--- src/design/tfn_pkg.sv ---
// shared constants and sideband type for the triangle face normal core
// no dependencies; used by tfn_sqrt_pipe, tfn_div_pipe and the top level
package tfn_pkg;

   localparam int NORM_W = 31;
   localparam int SUM_W = 64;
   localparam int ROOT_W = 32;
   localparam int SQRT_STEPS_PER_STAGE = 2;
   localparam int SQRT_STAGES = ROOT_W / SQRT_STEPS_PER_STAGE;
   localparam int DIV_STEPS_PER_STAGE = 2;

   typedef struct packed {
      logic                   valid;
      logic                   gen;
      logic                   degen;
      logic [2:0]             sign;
      logic [2:0][NORM_W-1:0] mag;
   } tfn_side_type;

endpackage

--- src/design/tfn_div_pipe.sv ---
// pipelined restoring divider: round(mag / len) with FRAC_BITS fraction bits
// depends on tfn_pkg
module tfn_div_pipe #(
   parameter int FRAC_BITS = 14
) (
   input  logic                        clock,
   input  logic                        enable,
   input  logic [tfn_pkg::NORM_W-1:0]  mag,
   input  logic [tfn_pkg::ROOT_W-1:0]  len,
   output logic [FRAC_BITS:0]          quot
);

   localparam int QW = FRAC_BITS + 1;
   localparam int DW = tfn_pkg::ROOT_W + 1;
   localparam int NUMW = tfn_pkg::NORM_W + QW + 1;
   localparam int SPS = tfn_pkg::DIV_STEPS_PER_STAGE;
   localparam int DS = (QW + SPS - 1) / SPS;

   logic [NUMW-1:0] num;
   logic [DW-1:0]   rem0_in, rem0_ff, d0_in, d0_ff;
   logic [QW-1:0]   lo0_in, lo0_ff;

   logic [DW-1:0] rem_in [DS];
   logic [DW-1:0] rem_ff [DS];
   logic [DW-1:0] d_in [DS];
   logic [DW-1:0] d_ff [DS];
   logic [QW-1:0] lo_in [DS];
   logic [QW-1:0] lo_ff [DS];
   logic [QW-1:0] q_in [DS];
   logic [QW-1:0] q_ff [DS];

   // numerator carries the half-divisor so the quotient rounds half up
   always_comb begin
      num = (NUMW'(mag) << QW) + NUMW'(len);
      rem0_in = DW'(num[NUMW-1:QW]);
      lo0_in = num[QW-1:0];
      d0_in = {len, 1'b0};
   end

   always_comb begin
      logic [DW-1:0] rem;
      logic [DW-1:0] d;
      logic [QW-1:0] lo;
      logic [QW-1:0] q;
      logic [DW:0]   r2;
      logic          qb;
      for (int st = 0; st < DS; st++) begin
         if (st == 0) begin
            rem = rem0_ff;
            d = d0_ff;
            lo = lo0_ff;
            q = '0;
         end else begin
            rem = rem_ff[st-1];
            d = d_ff[st-1];
            lo = lo_ff[st-1];
            q = q_ff[st-1];
         end
         for (int j = 0; j < SPS; j++) begin
            if (st * SPS + j < QW) begin
               r2 = {rem, lo[QW-1]};
               qb = (r2 >= {1'b0, d});
               if (qb) begin
                  r2 = r2 - {1'b0, d};
               end
               rem = r2[DW-1:0];
               lo = lo << 1;
               q = {q[QW-2:0], qb};
            end
         end
         rem_in[st] = rem;
         d_in[st] = d;
         lo_in[st] = lo;
         q_in[st] = q;
      end
   end

   always_ff @(posedge clock) begin
      if (enable) begin
         rem0_ff <= rem0_in;
         d0_ff <= d0_in;
         lo0_ff <= lo0_in;
         for (int st = 0; st < DS; st++) begin
            rem_ff[st] <= rem_in[st];
            d_ff[st] <= d_in[st];
            lo_ff[st] <= lo_in[st];
            q_ff[st] <= q_in[st];
         end
      end
   end

   assign quot = q_ff[DS-1];

endmodule

--- config.mk ---
export PLATFORM = sky130hd
export DESIGN_NAME = tfn_div_pipe
export DESIGN_NICKNAME = d
export VERILOG_FILES = /design/src/design/tfn_pkg.sv /design/src/design/tfn_div_pipe.sv
export SDC_FILE = /design/constraint.sdc
export NUM_CORES = 2
export LEC_CHECK = 0
export ABC_AREA = 1
export BUFFER_PORTS_ARGS = -buffer_cell sky130_fd_sc_hd__buf_2
export CORE_MARGIN = 10
export CORE_UTILIZATION = 30
export DETAILED_ROUTE_END_ITERATION = 7
export GPL_TIMING_DRIVEN = 0
export SYNTH_ARGS = -nofsm -noshare
export SYNTH_HDL_FRONTEND = slang
export SYNTH_SLANG_ARGS = --single-unit
--- constraint.sdc ---
create_clock -name clock -period 6 [get_ports clock]
set_input_delay 0 -clock clock [delete_from_list [all_inputs] [get_ports clock]]
set_output_delay 0 -clock clock [all_outputs]
set_load 0.02 [all_outputs]
==> impl_metrics.toml <==
[critical_path]
worstPathRequired_ns = 6.42
endpoint = "rem_ff[4][23]"
cpMostUsedCell = "nand2_1"
ff2ff_setup_slack_ns = 0.32
crit_path_max_fanout = 10
cp-start-kind = "flip-flop"
rr_startpoint = "d_ff[3][2]"
r2r_cells = 30
crit_path_start = "d_ff[3][2]"
crit_path_end_kind = "flip-flop"
critPathKind = "flip-flop to flip-flop"
cp.arrival_ns = 6.10
r2r_end = "rem_ff[4][23]"
slowest_stage = "clkbuf_1"
slowest_delay_ns = 0.59

[clock_network]
clkLatencyLatePin_ns = 0.69
htreeDepth = 3
cts-buffers-inserted = 72
cts_tree = "done"
clock_sinks = 583
cts_root_buf = "clkbuf_16"
clockBufferDepth = 3
clkTransAtPathRegs_ns = 0.06

[global_routing]
grt_pass1_vias = 51522
grt_pass1_wl_um = 320000
grt_usage_pct = 20.3
grt_overflow = 0
grt_max_degree = 125
antenna_found_initial = 6

[die]
fp.dieW_um = 454
initial_core_util_pct = 30.1
die_y_um = 454
io_pins = 80
die_area_um2 = 206000
row_count = 159
coreArea_um2 = 187000

[timing]
slew_viol_final = 0
max_freq_ghz = 0.176
setup_viol = 0
relSlewSlack_pct = 25.5
worst_pin_slew_ns = 1.11
rsz0062_at_grt = "no"
fin_crit_ns = 5.68
final.setup_skew_ns = 0.0389
min_period_over_period_pct = 94.6
hold_viol = 0

[final_layout]
fin_area_um2 = 63800
final_common_cell = "nand2_1"
final_cell_mix = "nand2_1, inv_1, nor2_1"
fin_nets = 9209
fin_util_pct = 34.0
syn_to_final_growth_pct = 12.9
layout-drive-gt1-share_pct = 4.82

[drt]
wl_met1_um = 99100
wl_met3_um = 12900
drc = 0
wl_per_cell_um = 19.4
routed.top_layer = "met5"
ant_nets = 0
met2_length_um = 97300
drt_iter0_drc = 5105
firstDrtPassIters = 6
vias = 55589
routed_wl_um = 217000
viasPerCell = 4.97

[synthesis]
synth_cell_types = 53
yosysWarnings = 0
synth_area_um2 = 56500
synth-edff-count = 583
ys_seq_area_share_pct = 31.0
async_flop_share_pct = 0
synth-main-ff-cell = "edfxtp_1"
ys_ff_latch = 583
synth_nets = 8948
syn_area_per_cell_um2 = 6.74
syn_inst = 8372

[outcome]
outcome = "complete, no violations"

[run]
max-cap-violations = 0

[placement]
io_buffers = 79
gp_congestion = 0.962
place_hpwl_um = 184000
place_area_um2 = 60100

[worst_hold_path]
hold_depth = 2
hold_path.class = "input pin to flip-flop"
min_from = "len[6]"
==> metrics by stage <==
step                worst slack (ns)  instances  hold slack (ns)  setup TNS [ns]
finish                         0.324      11195           0.0673               0
CTS                            0.167      11181           0.0141               0
floorplan                       1.95       8372           0.0989               0
global placement               -4.28      10946            0.181        -2389.27
detailed placement           -0.0170      10951            0.180         -0.0313
global route                 0.00215      11192           0.0401               0
==> state kept, by name, indices dropped and copies added, names as in the netlist <==
register	flops
lo_ff	32
rem0_ff	32
d0_ff	18
rem_ff	231
q_ff	71
d_ff	185
lo0_ff	14
==> area by class of cell <==
cell class / instances / area, µm²
inverter: 1269 / 4760
timing repair buffer: 187 / 1560
clock inverter: 56 / 697
tap: 2495 / 3120
sequential: 583 / 17500
antenna: 8 / 20.0
clock buffer: 77 / 1820
buffer: 129 / 739
fill: 20326 / 124000
multi-input combinational: 6391 / 33500
==> synthesized netlist by cell type (11+ instances only) <==
library cell  number  area, µm²
nand2_1         2986      11200
inv_1           1262       4740
nor2_1           712       2670
nand3_1          624       3120
edfxtp_1         583      17500
ha_1             496       6210
a21oi_1          439       2200
o21ai_0          214       1070
nand4_1          169       1060
xor2_1           161       1410
xnor2_1          113        990
nor3_1            79        395
nand3b_1          60        450
buf_2             58        290
o21bai_1          56        420
a21o_1            45        338
or2_2             40        250
clkbuf_1          34        128
buf_4             28        210
nor4_1            21        131
o21ai_1           20        100
a31oi_1           17        106
o21a_1            16        120
fa_1              15        300
and2_1            12       75.1
nand2_2           11       68.8
==> cells by family (layout without fill, tap and decap cells) <==
family	after synthesis	in the layout	share of synthesized area, %
adder cells (fa/ha/maj)	511	511	11.5
other	0	8	0
AND/OR/NAND/NOR	4754	4754	35.1
flip-flops	583	583	31.0
buffers and inverters	1398	1718	9.73
XOR/XNOR	274	274	4.25
AO/OA/AOI/OAI	852	852	8.38
==> metal layers <==
layer / track usage (%) / vias up
met2: 32.8 / 1796
met1: 28.0 / 25803
met3: 2.46 / 264
met4: 6.53 / 2
met5: 0 / -
li1: - / 27724
==> worst max-delay path, delay by kind of cell (launching register included) <==
family | cells | cell delay, ns
fa+ha+maj | 2 | 0.62
simple gates | 24 | 3.04
flops | 1 | 0.42
buf+inv | 3 | 1.09
compound gates | 1 | 0.20
==> worst min-delay path by stage <==
stage | endpoint | slack (ns)
after floorplan | d0_ff[15] | 0.1
after global placement | lo0_ff[12] | 0.18
after detailed placement | lo0_ff[1] | 0.18
after CTS | lo0_ff[6] | 0.01
after global routing | d0_ff[17] | 0.04
final | lo0_ff[6] | 0.07
==> what timing repair did <==
action / 4_1_cts / 5_1_grt
hold buffers: 97 / 0
setup endpoints to repair: 9 / 140
buffers inserted: 0 / 6
endpoints found under the hold margin: 118 / 0
pin swaps: 0 / 0
resized for setup: 2 / 24
Power is left out: the tool's default activity adds up to more than one toggle a clock period on the data nets, which glitch-free logic cannot reach.
