--- config.mk ---
export PLATFORM = sky130hd
export DESIGN_NAME = tfn_sqrt_pipe
export DESIGN_NICKNAME = d
export VERILOG_FILES = /design/src/design/tfn_pkg.sv /design/src/design/tfn_sqrt_pipe.sv
export SDC_FILE = /design/constraint.sdc
export NUM_CORES = 2
export LEC_CHECK = 0
export BUFFER_PORTS_ARGS = -buffer_cell sky130_fd_sc_hd__buf_2
export CAP_MARGIN = 15
export CORE_ASPECT_RATIO = 0.5
export CORE_UTILIZATION = 25
export DETAILED_ROUTE_END_ITERATION = 8
export GPL_ROUTABILITY_DRIVEN = 0
export PLACE_DENSITY_LB_ADDON = 0.2
export SLEW_MARGIN = 20
export SYNTH_ARGS = -nofsm -noshare
export SYNTH_HDL_FRONTEND = slang
export SYNTH_SLANG_ARGS = --single-unit
--- constraint.sdc ---
create_clock -name clock -period 7.6 [get_ports clock]
set_clock_uncertainty 0.1 [all_clocks]
set_input_delay 1.14 -clock clock [delete_from_list [all_inputs] [get_ports clock]]
set_output_delay 1.14 -clock clock [all_outputs]
set_load 0.03 [all_outputs]
--- src/design/tfn_pkg.sv ---
// shared constants and sideband type for the triangle face normal core
// no dependencies; used by tfn_sqrt_pipe, tfn_div_pipe and the top level
package tfn_pkg;

   localparam int NORM_W = 31;
   localparam int SUM_W = 64;
   localparam int ROOT_W = 32;
   localparam int SQRT_STEPS_PER_STAGE = 2;
   localparam int SQRT_STAGES = ROOT_W / SQRT_STEPS_PER_STAGE;
   localparam int DIV_STEPS_PER_STAGE = 2;

   typedef struct packed {
      logic                   valid;
      logic                   gen;
      logic                   degen;
      logic [2:0]             sign;
      logic [2:0][NORM_W-1:0] mag;
   } tfn_side_type;

endpackage

--- src/design/tfn_sqrt_pipe.sv ---
// pipelined integer square root, two result bits per stage
// depends on tfn_pkg
module tfn_sqrt_pipe (
   input  logic                        clock,
   input  logic                        enable,
   input  logic [tfn_pkg::SUM_W-1:0]   radicand,
   output logic [tfn_pkg::ROOT_W-1:0]  root
);

   localparam int RW = tfn_pkg::ROOT_W + 3;
   localparam int STG = tfn_pkg::SQRT_STAGES;
   localparam int SPS = tfn_pkg::SQRT_STEPS_PER_STAGE;

   logic [tfn_pkg::SUM_W-1:0]  v_in [STG];
   logic [tfn_pkg::SUM_W-1:0]  v_ff [STG];
   logic [RW-1:0]              rem_in [STG];
   logic [RW-1:0]              rem_ff [STG];
   logic [tfn_pkg::ROOT_W-1:0] root_in [STG];
   logic [tfn_pkg::ROOT_W-1:0] root_ff [STG];

   always_comb begin
      logic [tfn_pkg::SUM_W-1:0]  v;
      logic [RW-1:0]              rem;
      logic [RW-1:0]              rn;
      logic [RW-1:0]              trial;
      logic [tfn_pkg::ROOT_W-1:0] rt;
      for (int st = 0; st < STG; st++) begin
         if (st == 0) begin
            v = radicand;
            rem = '0;
            rt = '0;
         end else begin
            v = v_ff[st-1];
            rem = rem_ff[st-1];
            rt = root_ff[st-1];
         end
         for (int j = 0; j < SPS; j++) begin
            rn = {rem[RW-3:0], v[tfn_pkg::SUM_W-1 -: 2]};
            trial = RW'({rt, 2'b01});
            if (rn >= trial) begin
               rem = rn - trial;
               rt = {rt[tfn_pkg::ROOT_W-2:0], 1'b1};
            end else begin
               rem = rn;
               rt = {rt[tfn_pkg::ROOT_W-2:0], 1'b0};
            end
            v = v << 2;
         end
         v_in[st] = v;
         rem_in[st] = rem;
         root_in[st] = rt;
      end
   end

   always_ff @(posedge clock) begin
      if (enable) begin
         for (int st = 0; st < STG; st++) begin
            v_ff[st] <= v_in[st];
            rem_ff[st] <= rem_in[st];
            root_ff[st] <= root_in[st];
         end
      end
   end

   assign root = root_ff[STG-1];

endmodule

==> results.json <==
{
  "clock_latency_ps": 770,
  "hold_viol_final": 0,
  "clock_path_buffers": 3,
  "grt_use_met2_pct": 21.2,
  "power_density_nw_per_um2": 337,
  "drt-total-wl_um": 213000,
  "dr.pass1.iters": 6,
  "die_w_um": 806,
  "ys_ff_latch": 1225,
  "cap_violations": 0,
  "synth_top_family_by_area": "simple AND/OR/NAND/NOR gates",
  "netlist_area_sq_um": 80900,
  "n_antenna_cell": 0,
  "max_freq_ghz": 0.143,
  "synth.distinct_cells": 111,
  "core_sq_um": 321000,
  "yosys.area_share.simple_pct": 16.1,
  "dr.first_iter.drc_count": 3707,
  "fp.dieH_um": 404,
  "fin_util_pct": 28.3,
  "yosysTopAreaCell": "edfxtp_1",
  "clock_sinks": 1225,
  "post-route-min-period_ps": 6980,
  "cts_htree_levels": 3,
  "holdBufCountCts": 0,
  "synth_adder_area_share_pct": 8.62,
  "grt_pass1_wl_um": 328000,
  "ir_worst_vdd_mv": 0.232,
  "met1_usage_pct": 16.8,
  "yosysMostFrequentCell": "edfxtp_1",
  "synthMuxAreaShare_pct": 1.93,
  "synth_xor_area_share_pct": 8.18,
  "cts_resized": 0,
  "synth_common_cells": "1225 x edfxtp_1, 646 x a21oi_1, 612 x nand2_1",
  "postRouteAntennaNets": 0,
  "cts_root_buf": "clkbuf_16",
  "num_rows": 147,
  "slew_violations": 0,
  "cts_setup_buffers": 0,
  "finalSetupTns_ps": 0,
  "cts_buffers": 121,
  "viasPerCell": 4.74,
  "placed_area_sq_um": 86700,
  "postSynthAreaPerCell_sq_um": 10.1,
  "finalPower_w": 0.0306,
  "antenna_found_initial": 3,
  "overflow": 0,
  "syn_inst": 7994,
  "path_class": "reg -> reg",
  "synth_top_area_share_pct": 45.5,
  "nFillCells": 33700,
  "power.leakage_nw": 34.6,
  "crit_required_ps": 8000,
  "endpoint_kind": "flip-flop",
  "final_cell_area_sq_um": 90800,
  "synth_compound_area_share_pct": 16.0,
  "clkTransAtPathRegs_ps": 70,
  "gr-max-usage-layer": "met2",
  "synthArstFlopShare_pct": 0,
  "syn2layout_area_growth_pct": 12.3,
  "slew_headroom_pct": 25.9,
  "setup_viol": 0,
  "crit_fanout": 41,
  "grt_pass1_vias": 57200,
  "grtUsageMet3_pct": 1.51,
  "holdPathStages": 0,
  "yosys-top-cells-area": "edfxtp_1 45%, ha_1 8.6%, xnor2_1 5.1%, a21oi_1 4.0%, xor2_1 3.1%",
  "worstMarginPinSlew_ps": 1110,
  "vias": 59300,
  "rsz0062_at_grt": "no",
  "initial_core_util_pct": 25.2,
  "post-route-drc-count": 0,
  "status": "finished, final reports clean",
  "nets": 8699,
  "io_pins": 98,
  "gr-usage-all-layers_pct": 12.5,
  "cts_tree": "built",
  "seq_area_frac_synth_pct": 45.5,
  "drive_above_1_share_pct": 8.17,
  "yosys_warnings": 0,
  "arrival_ps": 7380,
  "grt_max_degree": 145,
  "hp-class": "reg -> reg",
  "yosys_most_used_dff": "edfxtp_1",
  "wl_per_cell_um": 17.0,
  "synth_edf_count": 1225,
  "dp.final_hpwl_um": 166000,
  "finalCritPeriodShare_pct": 91.8,
  "startpoint_type": "flip-flop",
  "port_buffers": 97,
  "r2r_cells": 20,
  "die-area_sq_um": 326000
}
-- power by group --
part / total, W / internal [W] / switching [W]
clock: 0.00646 / 0.00356 / 0.00290
combinational: 0.0142 / 0.00597 / 0.00821
sequential: 0.00996 / 0.00908 / 0.000877
-- cell families (layout without fill, tap and decap cells) --
| logic type | count (synthesis) | after routing |
|---|---|---|
| compound gates | 2033 | 2033 |
| xor+xnor | 755 | 755 |
| fa+ha+maj | 557 | 557 |
| buf+inv | 736 | 918 |
| flops | 1225 | 1225 |
| mux | 142 | 142 |
| other cells | 1 | 3 |
| simple gates | 2545 | 2545 |
-- metrics by stage --
| step | std cells | hold WS, ps | setup WS [ps] |
|---|---|---|---|
| after floorplan | 7996 | 300 | 1160 |
| after global placement | 12300 | 300 | 638 |
| after detailed placement | 12300 | 305 | 671 |
| after CTS | 12500 | 308 | 631 |
| after global routing | 12500 | 311 | 130 |
| final | 12500 | 306 | 620 |
-- critical path, stage by stage (launching register included) --
cell      delay (ps)
edfxtp_1         420
inv_1            110
ha_1             360
nand2_1          140
nor4_1           720
a21o_1           220
a211oi_1          60
nand2_1          390
inv_1            320
o21ai_0          350
ha_1             360
a21oi_1          210
o21ai_0          170
o311ai_0         510
o21ai_0          280
a31oi_1          320
buf_4            190
o21a_1           260
or4b_1           540
buf_4            300
mux2_1           370
-- cells in the final DEF (no fill, tap or decap), types with 18 or more instances in the layout --
cell       count
a211o_1       22
a211oi_1      62
a21o_1       274
a21oi_1      646
a31oi_1       70
and2_1        46
and3_1        59
and4_1        24
buf_2         96
buf_4        110
bufinv_16     18
clkbuf_16    121
clkinv_1      21
edfxtp_1    1225
ha_1         557
inv_1        460
mux2_2       108
mux2i_1       31
nand2_1      612
nand2b_1      94
nand3_1      189
nand3b_1      40
nand4_1      140
nor2_1       610
nor2b_1       82
nor3_1       216
nor3b_1       20
nor4_1       107
nor4b_1       26
o211ai_1      53
o21a_1        72
o21ai_0      417
o21bai_1      71
o31a_1        30
o31ai_1       57
or2_2         58
or3_1         81
or4_1         48
xnor2_1      473
xor2_1       282
-- layout make-up --
| cell class | instances | area (sq um) | share of cell area, % |
|---|---|---|---|
| well taps | 4321 | 5410 | 5.95 |
| repair buffers | 221 | 1610 | 1.77 |
| flip-flops and latches | 1225 | 36800 | 40.5 |
| clock inverters | 91 | 1060 | 1.16 |
| inverters | 472 | 1770 | 1.95 |
| multi-input cells | 6035 | 41100 | 45.3 |
| clock buffers | 134 | 3080 | 3.39 |
-- per-layer routing --
metal | part of all wire (%) | wire, um
met5 | 0 | 0
met4 | 3.0 | 6290
met3 | 2.8 | 6000
met2 | 47 | 99400
met1 | 48 | 101000
-- registers in the layout, summed over array words and instances (netlist names) --
name     flops
rem_ff     473
v_ff       480
root_ff    272
-- path summary, 6_finish.rpt --
kind | start | to | slack [ps]
setup / recovery | root_ff[1][70]$_DFFE_PP_ | rem_ff[1][120]$_DFFE_PP_ | 620
hold / removal | v_ff[0][83]$_DFFE_PP_ | v_ff[0][147]$_DFFE_PP_ | 310
hold reg to reg | v_ff[0][83]$_DFFE_PP_ | v_ff[0][147]$_DFFE_PP_ | 310
setup reg to reg | root_ff[1][70]$_DFFE_PP_ | rem_ff[1][120]$_DFFE_PP_ | 620
Note: power is estimated with default switching activity, not from simulation.
